`src/rtl/bdlp_pkg.sv`:
```
`timescale 1ns / 1ps
`default_nettype none

package bdlp_pkg;

  // Widths of the count and configuration fields
  localparam int unsigned CountW = 6;
  localparam int unsigned LowW   = 4;
  localparam int unsigned HighW  = 6;
  localparam int unsigned TicksW = 12;
  localparam int unsigned CfgW   = 12;
  localparam int unsigned IdxW   = 2;

  // Register reset values
  localparam logic [LowW-1:0]   LOW_LIMIT_RST  = 4'd2;
  localparam logic [HighW-1:0]  HIGH_LIMIT_RST = 6'd30;
  localparam logic [TicksW-1:0] LONG_TICKS_RST = 12'd2000;

  // Register indexes on the configuration port
  localparam logic [IdxW-1:0] REG_LOW_LIMIT  = 2'd0;
  localparam logic [IdxW-1:0] REG_HIGH_LIMIT = 2'd1;
  localparam logic [IdxW-1:0] REG_LONG_TICKS = 2'd2;

  typedef struct packed {
    logic [LowW-1:0]   low_limit;
    logic [HighW-1:0]  high_limit;
    logic [TicksW-1:0] long_press_ticks;
  } cfg_t;

  typedef struct packed {
    logic raw_level;
    logic take_events;
  } sample_t;

  typedef struct packed {
    logic press_event;
    logic release_event;
    logic long_press_event;
    logic held;
  } result_t;

endpackage

`default_nettype wire

```
`src/rtl/bdlp_cfg.sv`:
```
`timescale 1ns / 1ps
`default_nettype none

module bdlp_cfg (
  input  wire logic                         clk,
  input  wire logic                         rst,
  input  wire logic                         cfg_we,
  input  wire logic [bdlp_pkg::IdxW-1:0]    cfg_index,
  input  wire logic [bdlp_pkg::CfgW-1:0]    cfg_data,
  output bdlp_pkg::cfg_t                    cfg
);

  // Register file; unknown indexes are dropped
  always_ff @(posedge clk) begin
    if (rst) begin
      cfg.low_limit        <= bdlp_pkg::LOW_LIMIT_RST;
      cfg.high_limit       <= bdlp_pkg::HIGH_LIMIT_RST;
      cfg.long_press_ticks <= bdlp_pkg::LONG_TICKS_RST;
    end else if (cfg_we) begin
      case (cfg_index)
        bdlp_pkg::REG_LOW_LIMIT: begin
          cfg.low_limit <= cfg_data[bdlp_pkg::LowW-1:0];
        end
        bdlp_pkg::REG_HIGH_LIMIT: begin
          cfg.high_limit <= cfg_data[bdlp_pkg::HighW-1:0];
        end
        bdlp_pkg::REG_LONG_TICKS: begin
          cfg.long_press_ticks <= cfg_data[bdlp_pkg::TicksW-1:0];
        end
        default: begin
        end
      endcase
    end
  end

endmodule

`default_nettype wire

```
`src/rtl/bdlp_core.sv`:
```
`timescale 1ns / 1ps
`default_nettype none

module bdlp_core (
  input  wire logic                clk,
  input  wire logic                rst,
  input  wire logic                advance,
  input  wire bdlp_pkg::sample_t   sample_in,
  input  wire bdlp_pkg::cfg_t      cfg,
  output bdlp_pkg::result_t        result_next
);

  // Debounce state; the previous count always equals integ_count at tick start
  logic [bdlp_pkg::CountW-1:0] integ_count, integ_count_next;
  logic                        held_state, held_state_next;
  logic                        pending_press, pending_press_next;
  logic                        pending_release, pending_release_next;
  logic [bdlp_pkg::TicksW-1:0] hold_ticks, hold_ticks_next;
  logic                        long_fired, long_fired_next;

  logic signed [7:0]           step_sum;
  logic [bdlp_pkg::TicksW-1:0] lim;
  logic [bdlp_pkg::TicksW:0]   ticks_inc;
  logic                        press_set, release_set;
  logic                        long_hit;

  // Zero long-press setting acts as one
  assign lim = (cfg.long_press_ticks == '0) ? bdlp_pkg::TicksW'(1) : cfg.long_press_ticks;

  // Integrator step, clamp and flag update
  always_comb begin
    step_sum = $signed({2'b00, integ_count}) + (sample_in.raw_level ? 8'sd1 : -8'sd1);
    press_set        = 1'b0;
    release_set      = 1'b0;
    held_state_next  = held_state;
    if (step_sum < $signed({4'b0000, cfg.low_limit})) begin
      press_set        = (integ_count == {2'b00, cfg.low_limit});
      integ_count_next = (cfg.low_limit == '0) ? '0
                       : {2'b00, cfg.low_limit - bdlp_pkg::LowW'(1)};
      held_state_next  = 1'b1;
    end else if (step_sum > $signed({2'b00, cfg.high_limit})) begin
      release_set      = (integ_count == cfg.high_limit);
      integ_count_next = (cfg.high_limit == '1) ? '1
                       : cfg.high_limit + bdlp_pkg::HighW'(1);
      held_state_next  = 1'b0;
    end else begin
      integ_count_next = step_sum[bdlp_pkg::CountW-1:0];
    end
  end

  // Hold-tick counter, take handling and result
  always_comb begin
    ticks_inc = {1'b0, hold_ticks} + 13'd1;
    hold_ticks_next = hold_ticks;
    long_fired_next = long_fired;
    if (held_state_next) begin
      if (!long_fired) begin
        hold_ticks_next = (ticks_inc >= {1'b0, lim}) ? lim : ticks_inc[bdlp_pkg::TicksW-1:0];
      end
    end else begin
      hold_ticks_next = '0;
      long_fired_next = 1'b0;
    end

    long_hit = !long_fired_next && (hold_ticks_next >= lim);

    pending_press_next   = pending_press | press_set;
    pending_release_next = pending_release | release_set;

    result_next.press_event      = 1'b0;
    result_next.release_event    = 1'b0;
    result_next.long_press_event = 1'b0;
    result_next.held             = held_state_next;
    if (sample_in.take_events) begin
      result_next.press_event      = pending_press_next;
      result_next.release_event    = pending_release_next;
      result_next.long_press_event = long_hit;
      pending_press_next           = 1'b0;
      pending_release_next         = 1'b0;
      if (long_hit) begin
        long_fired_next = 1'b1;
      end
    end
  end

  // State commits only when the transaction moves to the output register
  always_ff @(posedge clk) begin
    if (rst) begin
      integ_count     <= '0;
      held_state      <= 1'b0;
      pending_press   <= 1'b0;
      pending_release <= 1'b0;
      hold_ticks      <= '0;
      long_fired      <= 1'b0;
    end else if (advance) begin
      integ_count     <= integ_count_next;
      held_state      <= held_state_next;
      pending_press   <= pending_press_next;
      pending_release <= pending_release_next;
      hold_ticks      <= hold_ticks_next;
      long_fired      <= long_fired_next;
    end
  end

endmodule

`default_nettype wire

```
`src/rtl/button_debounce_long_press.sv`:
```
`timescale 1ns / 1ps
`default_nettype none

// An accepted sample passes the input register and then the output register before its result shows.
// Throughput: one sample per cycle while result_stall does not hold the output; the core's state update sets the pace.
// Reset (rst, synchronous): debounce state cleared, registers back to 2 / 30 / 2000,
// both pipeline registers emptied.
module button_debounce_long_press (
  input  wire logic                      clk,
  input  wire logic                      rst,
  input  wire logic                      sample_valid,
  output logic                           sample_stall,
  input  wire bdlp_pkg::sample_t         sample,
  output logic                           result_valid,
  input  wire logic                      result_stall,
  output bdlp_pkg::result_t              result,
  input  wire logic                      cfg_we,
  input  wire logic [bdlp_pkg::IdxW-1:0] cfg_index,
  input  wire logic [bdlp_pkg::CfgW-1:0] cfg_data
);

  bdlp_pkg::cfg_t    cfg;
  bdlp_pkg::sample_t in_reg;
  logic              in_reg_valid;
  bdlp_pkg::result_t result_next;
  logic              out_free;
  logic              advance;

  bdlp_cfg u_cfg (
    .clk       (clk),
    .rst       (rst),
    .cfg_we    (cfg_we),
    .cfg_index (cfg_index),
    .cfg_data  (cfg_data),
    .cfg       (cfg)
  );

  // Pipeline flow control
  assign out_free     = !result_valid || !result_stall;
  assign advance      = in_reg_valid && out_free;
  assign sample_stall = in_reg_valid && !out_free;

  // Input register
  always_ff @(posedge clk) begin
    if (rst) begin
      in_reg_valid <= 1'b0;
    end else if (!sample_stall) begin
      in_reg_valid <= sample_valid;
    end
  end

  always_ff @(posedge clk) begin
    if (!sample_stall && sample_valid) begin
      in_reg <= sample;
    end
  end

  bdlp_core u_core (
    .clk         (clk),
    .rst         (rst),
    .advance     (advance),
    .sample_in   (in_reg),
    .cfg         (cfg),
    .result_next (result_next)
  );

  // Output register
  always_ff @(posedge clk) begin
    if (rst) begin
      result_valid <= 1'b0;
    end else if (out_free) begin
      result_valid <= in_reg_valid;
    end
  end

  always_ff @(posedge clk) begin
    if (advance) begin
      result <= result_next;
    end
  end

endmodule

`default_nettype wire

```
`config.mk`:
```
export PLATFORM = sky130hd
export DESIGN_NAME = button_debounce_long_press
export DESIGN_NICKNAME = d
export VERILOG_FILES = /design/src/rtl/bdlp_pkg.sv /design/src/rtl/bdlp_cfg.sv /design/src/rtl/bdlp_core.sv /design/src/rtl/button_debounce_long_press.sv
export SDC_FILE = /design/constraint.sdc
export NUM_CORES = 1
export LEC_CHECK = 0
export BUFFER_PORTS_ARGS = -buffer_cell sky130_fd_sc_hd__buf_4
export CAP_MARGIN = 10
export CORE_MARGIN = 5
export CORE_UTILIZATION = 30
export CTS_CLUSTER_SIZE = 30
export DETAILED_ROUTE_END_ITERATION = 10
export PLACE_DENSITY = 0.48
export SYNTH_ARGS = -nofsm -noshare
export SYNTH_HDL_FRONTEND = slang
export SYNTH_SLANG_ARGS = --single-unit
```
`constraint.sdc`:
```
create_clock -name clk -period 4.7 [get_ports clk]
set_clock_uncertainty 0.05 [all_clocks]
set_input_delay 1.41 -clock clk [delete_from_list [all_inputs] [get_ports clk]]
set_output_delay 1.41 -clock clk [all_outputs]
set_load 0.005 [all_outputs]
```
==> impl_metrics.env, run 1 <==
export IMPL_grt_ovfl_total=0
export IMPL_yosys_warnings=0
export IMPL_gp_congestion=0.8605
export IMPL_io_pins=27
export IMPL_cp_startpoint="in_reg[1]"
export IMPL_first_pass_iters=4
export IMPL_totalWireLength_mm=11.33
export IMPL_pre_cts_slack_ns=-0.2597
export IMPL_slew_viol_final=0
export IMPL_nFillCells=1397
export IMPL_holdBufCountCts=0
export IMPL_hold_path_class="flip-flop to flip-flop"
export IMPL_drc=0
export IMPL_synthesis_area_um2=3936
export IMPL_ctsHtreeMaxLevel=2
export IMPL_synth_seq_cells=52
export IMPL_syn_area_per_cell_um2=7.779
export IMPL_io_buffer_count=26
export IMPL_power_leakage_nw=2.072
export IMPL_reg2reg_depth=22
export IMPL_critPathCapture="result[1]"
export IMPL_critPathMaxFanout=5
export IMPL_reg_top3="u_cfg.cfg (22), u_core.hold_ticks (12), u_core.integ_count (6)"
export IMPL_total_power_w=0.001270
export IMPL_slew_headroom_pct=27.24
export IMPL_crit_arrival_ns=4.46
export IMPL_fmax_ghz=0.2235
export IMPL_drive_above_1_share_pct=17.97
export IMPL_r2r_start="in_reg[1]"
export IMPL_vias=3748
export IMPL_cp_required_ns=4.69
export IMPL_cts_num_sinks=52
export IMPL_power_density_nw_per_um2=267.4
export IMPL_crit_path_start_kind="flip-flop"
export IMPL_grt_max_degree=35
export IMPL_yosys_top_cells_area="dfxtp_1, ha_1, nor2_1, nand2_1, edfxtp_1"
export IMPL_yosys_area_top_type="dfxtp_1"
export IMPL_grt_pass1_wl_mm=18.74
export IMPL_setup_violations=0
export IMPL_hpwl_mm=8.902
export IMPL_drt_initial_drc_count=187
export IMPL_ys_seq_area_share_pct=27.97
export IMPL_tightest_slew_ns=1.087
export IMPL_reg2reg_slack_ns=0.23
export IMPL_seq_area_um2=1102
export IMPL_hold_viol_final=0
export IMPL_synth_cell_type_count=65
export IMPL_yosys_area_top_type_share_pct=23.39
export IMPL_cts_tree="yes"
export IMPL_via_per_inst=5.184
export IMPL_vdd_ir_drop_max_v=0.0001542
export IMPL_design_core_area_um2=12720
export IMPL_max_cap_violations=0
export IMPL_top_register="u_cfg.cfg"
export IMPL_fp_dieH_um=124.5
export IMPL_synth_edf_count=6
export IMPL_finalWorstPathRequiredPeriod_ns=4.475
export IMPL_path_clk_slew_ns=0.07
export IMPL_cts_max_path_buffers=2
export IMPL_r2r_end="result[1]"
export IMPL_path_class="flip-flop to flip-flop"
export IMPL_period_share_pct=95.20
export IMPL_area_growth_pct=20.69
export IMPL_start_util_pct=30.94
export IMPL_clk_latency_ns=0.29
export IMPL_grt_usage_pct=14.36
export IMPL_multi_input_area_um2=2733
export IMPL_rows=41
export IMPL_cts_buffers=5
export IMPL_outcome="finished, final reports clean"
export IMPL_n_antenna_cell=0
export IMPL_antenna_found_initial=0
export IMPL_whs_ns=0.4238
export IMPL_synth_nets=569
export IMPL_end_kind="flip-flop"
export IMPL_die_w_um=124.5
export IMPL_postSynthCellCount=506
export IMPL_detail_route_antenna_nets=0
export IMPL_root_buffer="clkbuf_16"
export IMPL_largest_register_ffs=22
export IMPL_wire_per_inst_um=15.68
export IMPL_setup_slack_ns=0.2255
export IMPL_nets=613
export IMPL_synthArstFlopShare_pct=0
export IMPL_grt_pass1_vias=3737
export IMPL_synthFlopType="dfxtp_1"
export IMPL_dieArea_um2=15510
[synthesized netlist by cell type (all sizes together) (7+ instances only)]
cell type and n:
nor2 69, nand2 56, dfxtp 46, ha 41
a21oi 33, inv 30, o21ai 25, clkbuf 17
o22ai 13, xnor2 13, o211ai 12, nor3 10
a21o 9, a31oi 9, and3 9, a211oi 8
xor2 8, nand2b 7, nand3 7, nor4 7
o21a 7
[cells by family (layout without fill, tap and decap cells)]
group / after synthesis / after routing / share of synthesized area (%)
simple gates: 191 / 191 / 22.63
compound gates: 144 / 144 / 24.44
flops: 52 / 52 / 27.97
buf+inv: 49 / 94 / 4.927
fa+ha+maj: 43 / 43 / 13.83
xor+xnor: 21 / 21 / 4.673
mux: 6 / 6 / 1.526
[critical path, cell delays in order, from the launching register on]
cell and delay, ns:
edfxtp_1 0.49, inv_2 0.08, ha_1 0.31, a21o_1 0.19, a21oi_2 0.17, xnor2_2 0.16
ha_1 0.28, and4_1 0.20, a21oi_2 0.15, o31ai_2 0.09, maj3_2 0.34, a21o_1 0.21
a31o_1 0.25, inv_2 0.12, nor2_1 0.07, ha_1 0.31, a21o_1 0.19, a21oi_2 0.14
o21ai_2 0.08, a21oi_2 0.13, o21ai_2 0.09, nand2_1 0.09, a21oi_2 0.04
[layout make-up]
class,instances,share of cell area (%)
Inverter,30,2.370
Tap cell,172,4.530
Multi-Input combinational cell,405,57.52
Sequential cell,52,23.20
Clock inverter,2,0.3687
Clock buffer,6,2.923
Timing Repair Buffer,56,9.086
[placed cells by master, fill, tap and decap left out, drive strengths merged, types with 8 or more instances in the layout]
cell	netlist	final
nor2	69	69
a21o	9	9
xor2	8	8
ha	41	41
a31oi	9	9
and3	9	9
xnor2	13	13
a211oi	8	8
o211ai	12	12
a21oi	33	33
o22ai	13	13
nor3	10	10
nand2	56	56
dfxtp	46	46
buf	2	56
o21ai	25	25
inv	30	32
[timing repair]
| item | CTS | global route |
|---|---|---|
| pin swaps | 2 | 15 |
| setup buffers | 1 | 3 |
| gates resized for setup | 7 | 24 |
| endpoints found under the setup margin | 2 | 2 |
[report_power, final]
part | leakage [nW] | internal, W | total, W | switching [W]
sequential | 0.433 | 0.000471 | 0.000496 | 0.0000252
clock | 0.0779 | 0.000217 | 0.000398 | 0.000181
combinational | 1.56 | 0.000167 | 0.000376 | 0.000209
[layer usage]
metal	up-vias	global-route usage (%)	wire length [um]
met5	-	0	0
met4	0	3.224	176
met3	14	2.358	293
met2	54	25.95	5612
met1	1765	17.81	5250
li1	1915	-	-
[worst min path at each step]
stage | startpoint | endpoint | slack (ns) | cells past startpoint
2_1_floorplan | u_cfg.cfg[0] | u_cfg.cfg[0] | 0.39 | 2
4_1_cts | u_cfg.cfg[0] | u_cfg.cfg[0] | 0.43 | 2
3_5_place_dp | u_cfg.cfg[0] | u_cfg.cfg[0] | 0.42 | 2
5_1_grt | u_cfg.cfg[0] | u_cfg.cfg[0] | 0.45 | 2
3_3_place_gp | u_cfg.cfg[0] | u_cfg.cfg[0] | 0.40 | 2
6_report | u_cfg.cfg[0] | u_cfg.cfg[0] | 0.42 | 2
[through the flow]
step / utilization, % / setup TNS, ns / instances / instance area (um^2)
final: 37.34 / 0 / 723 / 4751
after global routing: 37.34 / -0.004946 / 723 / 4751
after CTS: 36.58 / 0 / 720 / 4653
after detailed placement: 35.06 / -0.4610 / 711 / 4461
after global placement: 35.06 / -0.1650 / 711 / 4461
after floorplan: - / 0 / 506 / 3936
Power figures use the tool's default switching activity.
==> run 2, diff against run 1 <==
--- a/config.mk
+++ b/config.mk
@@ -6,12 +6,14 @@
 export NUM_CORES = 1
 export LEC_CHECK = 0
 export BUFFER_PORTS_ARGS = -buffer_cell sky130_fd_sc_hd__buf_4
-export CAP_MARGIN = 10
+export CAP_MARGIN = 20
 export CORE_MARGIN = 5
 export CORE_UTILIZATION = 30
 export CTS_CLUSTER_SIZE = 30
 export DETAILED_ROUTE_END_ITERATION = 10
 export PLACE_DENSITY = 0.48
+export REMOVE_ABC_BUFFERS = 1
+export SLEW_MARGIN = 0
 export SYNTH_ARGS = -nofsm -noshare
 export SYNTH_HDL_FRONTEND = slang
 export SYNTH_SLANG_ARGS = --single-unit
==> run 2 against run 1 <==
Compared with the run above:
- first-iteration DRC count decreased by 3.2%
- total power decreased by 2.1%
- global-route usage increased by 0.24 points
- die area unchanged
- sequential share of layout area decreased by 0.48 points
- combinational power increased by 2%
- worst setup slack got worse by 0.018 ns
- final cell count increased by 2.6%
- maximum frequency decreased by 0.39%
- clock power decreased by 9.0%
- largest cell class unchanged
==> impl_metrics.env, run 2 (synthesized netlist as in run 1, its figures left out) <==
export IMPL_cp_slowest_cell="edfxtp_1"
export IMPL_min_to="u_cfg.cfg[0]"
export IMPL_period_share_pct=95.58
export IMPL_finalWorstPathRequiredPeriod_ns=4.492
export IMPL_dieArea_um2=15510
export IMPL_setup_violations=0
export IMPL_start_util_pct=30.94
export IMPL_power_density_nw_per_um2=256.2
export IMPL_gp_congestion=0.8541
export IMPL_dp_cells=729
export IMPL_detail_route_antenna_nets=0
export IMPL_critPathMaxFanout=7
export IMPL_min_delay_start="u_cfg.cfg[0]"
export IMPL_path_clk_slew_ns=0.07
export IMPL_slew_headroom_pct=45.62
export IMPL_final_common_cell="buf_4"
export IMPL_end_kind="flip-flop"
export IMPL_totalWireLength_mm=11.47
export IMPL_hold_path_class="flip-flop to flip-flop"
export IMPL_max_cap_violations=0
export IMPL_first_pass_iters=5
export IMPL_largest_register_ffs=22
export IMPL_setup_slack_ns=0.2079
export IMPL_cts_max_path_buffers=2
export IMPL_crit_arrival_ns=4.49
export IMPL_cts_num_sinks=52
export IMPL_reg2reg_depth=21
export IMPL_pre_cts_slack_ns=-0.03801
export IMPL_drc=0
export IMPL_critPathTopFamily="compound AO/OA/AOI/OAI gates"
export IMPL_grt_ovfl_total=0
export IMPL_io_buffer_count=26
export IMPL_tightest_slew_ns=0.8140
export IMPL_crit_path_start_kind="flip-flop"
export IMPL_layout_common_cells="buf_4, nor2_1, nand2_1, dfxtp_1, ha_1"
export IMPL_drt_initial_drc_count=181
export IMPL_reg_top3="u_cfg.cfg (22), u_core.hold_ticks (12), u_core.integ_count (6)"
export IMPL_reg2reg_slack_ns=0.21
export IMPL_path_class="flip-flop to flip-flop"
export IMPL_rows=41
export IMPL_area_growth_pct=23.27
export IMPL_clk_latency_ns=0.30
export IMPL_drive_above_1_share_pct=18.42
export IMPL_top_register="u_cfg.cfg"
export IMPL_tns_ns=0
export IMPL_cts_tree="yes"
export IMPL_slowest_delay_ns=0.48
export IMPL_slew_viol_final=0
export IMPL_path_cells="inv_2 -> ha_1 -> a21o_1 -> a21oi_2 -> xnor2_2 -> ha_1 -> and4_1 -> a21oi_1 -> o31ai_1 -> maj3_2 -> a21o_1 -> a31o_4 -> inv_4 -> buf_6 -> nor2_1 -> ha_1 -> a211o_1 -> a21oi_1 -> o21ai_1 -> nand2_1 -> a21oi_1"
export IMPL_io_pins=27
export IMPL_cp_required_ns=4.70
export IMPL_holdBufCountCts=0
export IMPL_n_antenna_cell=0
export IMPL_root_buffer="clkbuf_16"
export IMPL_hpwl_mm=8.987
export IMPL_outcome="finished, final reports clean"
export IMPL_r2r_start="in_reg[1]"
export IMPL_fp_dieH_um=124.5
export IMPL_vdd_ir_drop_max_v=0.0001171
export IMPL_wire_per_inst_um=15.46
export IMPL_cp_num_buf_inv=3
export IMPL_via_per_inst=5.159
export IMPL_vias=3828
export IMPL_stdcell_count=742
export IMPL_hold_depth=2
export IMPL_design_core_area_um2=12720
export IMPL_cts_buffers=5
export IMPL_cp_startpoint="in_reg[1]"
export IMPL_nFillCells=1393
export IMPL_hold_viol_final=0
export IMPL_grt_usage_pct=14.60
export IMPL_grt_pass1_vias=3637
export IMPL_nets=632
export IMPL_antenna_found_initial=0
export IMPL_r2r_end="result[1]"
export IMPL_grt_pass1_wl_mm=18.46
export IMPL_grt_max_degree=20
export IMPL_ctsHtreeMaxLevel=2
export IMPL_power_leakage_nw=2.148
export IMPL_fmax_ghz=0.2226
export IMPL_die_w_um=124.5
==> run 2: cell count changes in the layout (fill, tap and decap cells not counted), sizes merged <==
cell    delta
buf       +19
inv        -2
clkbuf     +1
clkinv     +1
==> run 2: worst max path at each step <==
stage	endpoint	slack [ns]	depth (start not counted)
final	result[1]	0.21	21
after global routing	result[1]	-0.01	22
after CTS	result[1]	0.03	23
after detailed placement	result[1]	-0.04	23
after global placement	result[1]	-0.05	23
after floorplan	result[1]	0.07	22
==> run 2: stage by stage <==
step	area, um^2	utilization (%)	power [W]	hold slack [ns]
3_5_place_dp	4596	36.12	0.0008616	0.4201
5_1_grt	4852	38.14	0.001322	0.4466
3_3_place_gp	4596	36.12	0.0008578	0.4109
4_1_cts	4741	37.26	0.001238	0.4291
2_1_floorplan	3855	-	0.0007211	0.3799
6_report	4852	38.14	0.001243	0.4256
==> run 2: worst min-delay path, cell delays in order (launching register included) <==
cell,delay [ns]
dfxtp_1,0.32
nand2_1,0.05
a21oi_1,0.05
==> run 2: layout make-up <==
type	instances	area (um^2)	area share, %
clock inverters	1	5.005	0.1031
clock buffers	7	132.6	2.733
inverters	30	115.1	2.372
flip-flops and latches	52	1102	22.72
well taps	172	215.2	4.435
multi-input cells	405	2711	55.88
repair buffers	75	570.5	11.76
==> run 2: routing by layer <==
layer | global-route usage (%) | part of all wire, %
met1 | 17.58 | 45
met2 | 25.35 | 50
met3 | 2.830 | 2.9
met5 | 0 | 0
met4 | 6.061 | 2.3
==> run 2: power breakdown <==
group	internal (W)	leakage (nW)	switching, W	total, W
Sequential	0.000472	0.432	0.0000267	0.000498
Combinational	0.000177	1.65	0.000206	0.000383
Clock	0.000197	0.0679	0.000165	0.000362
==> run 2: timing repair <==
action | in CTS | in global routing
resized for setup | 2 | 21
pin swaps | 1 | 11
setup endpoints to repair | 2 | 2
buffers inserted | 1 | 4
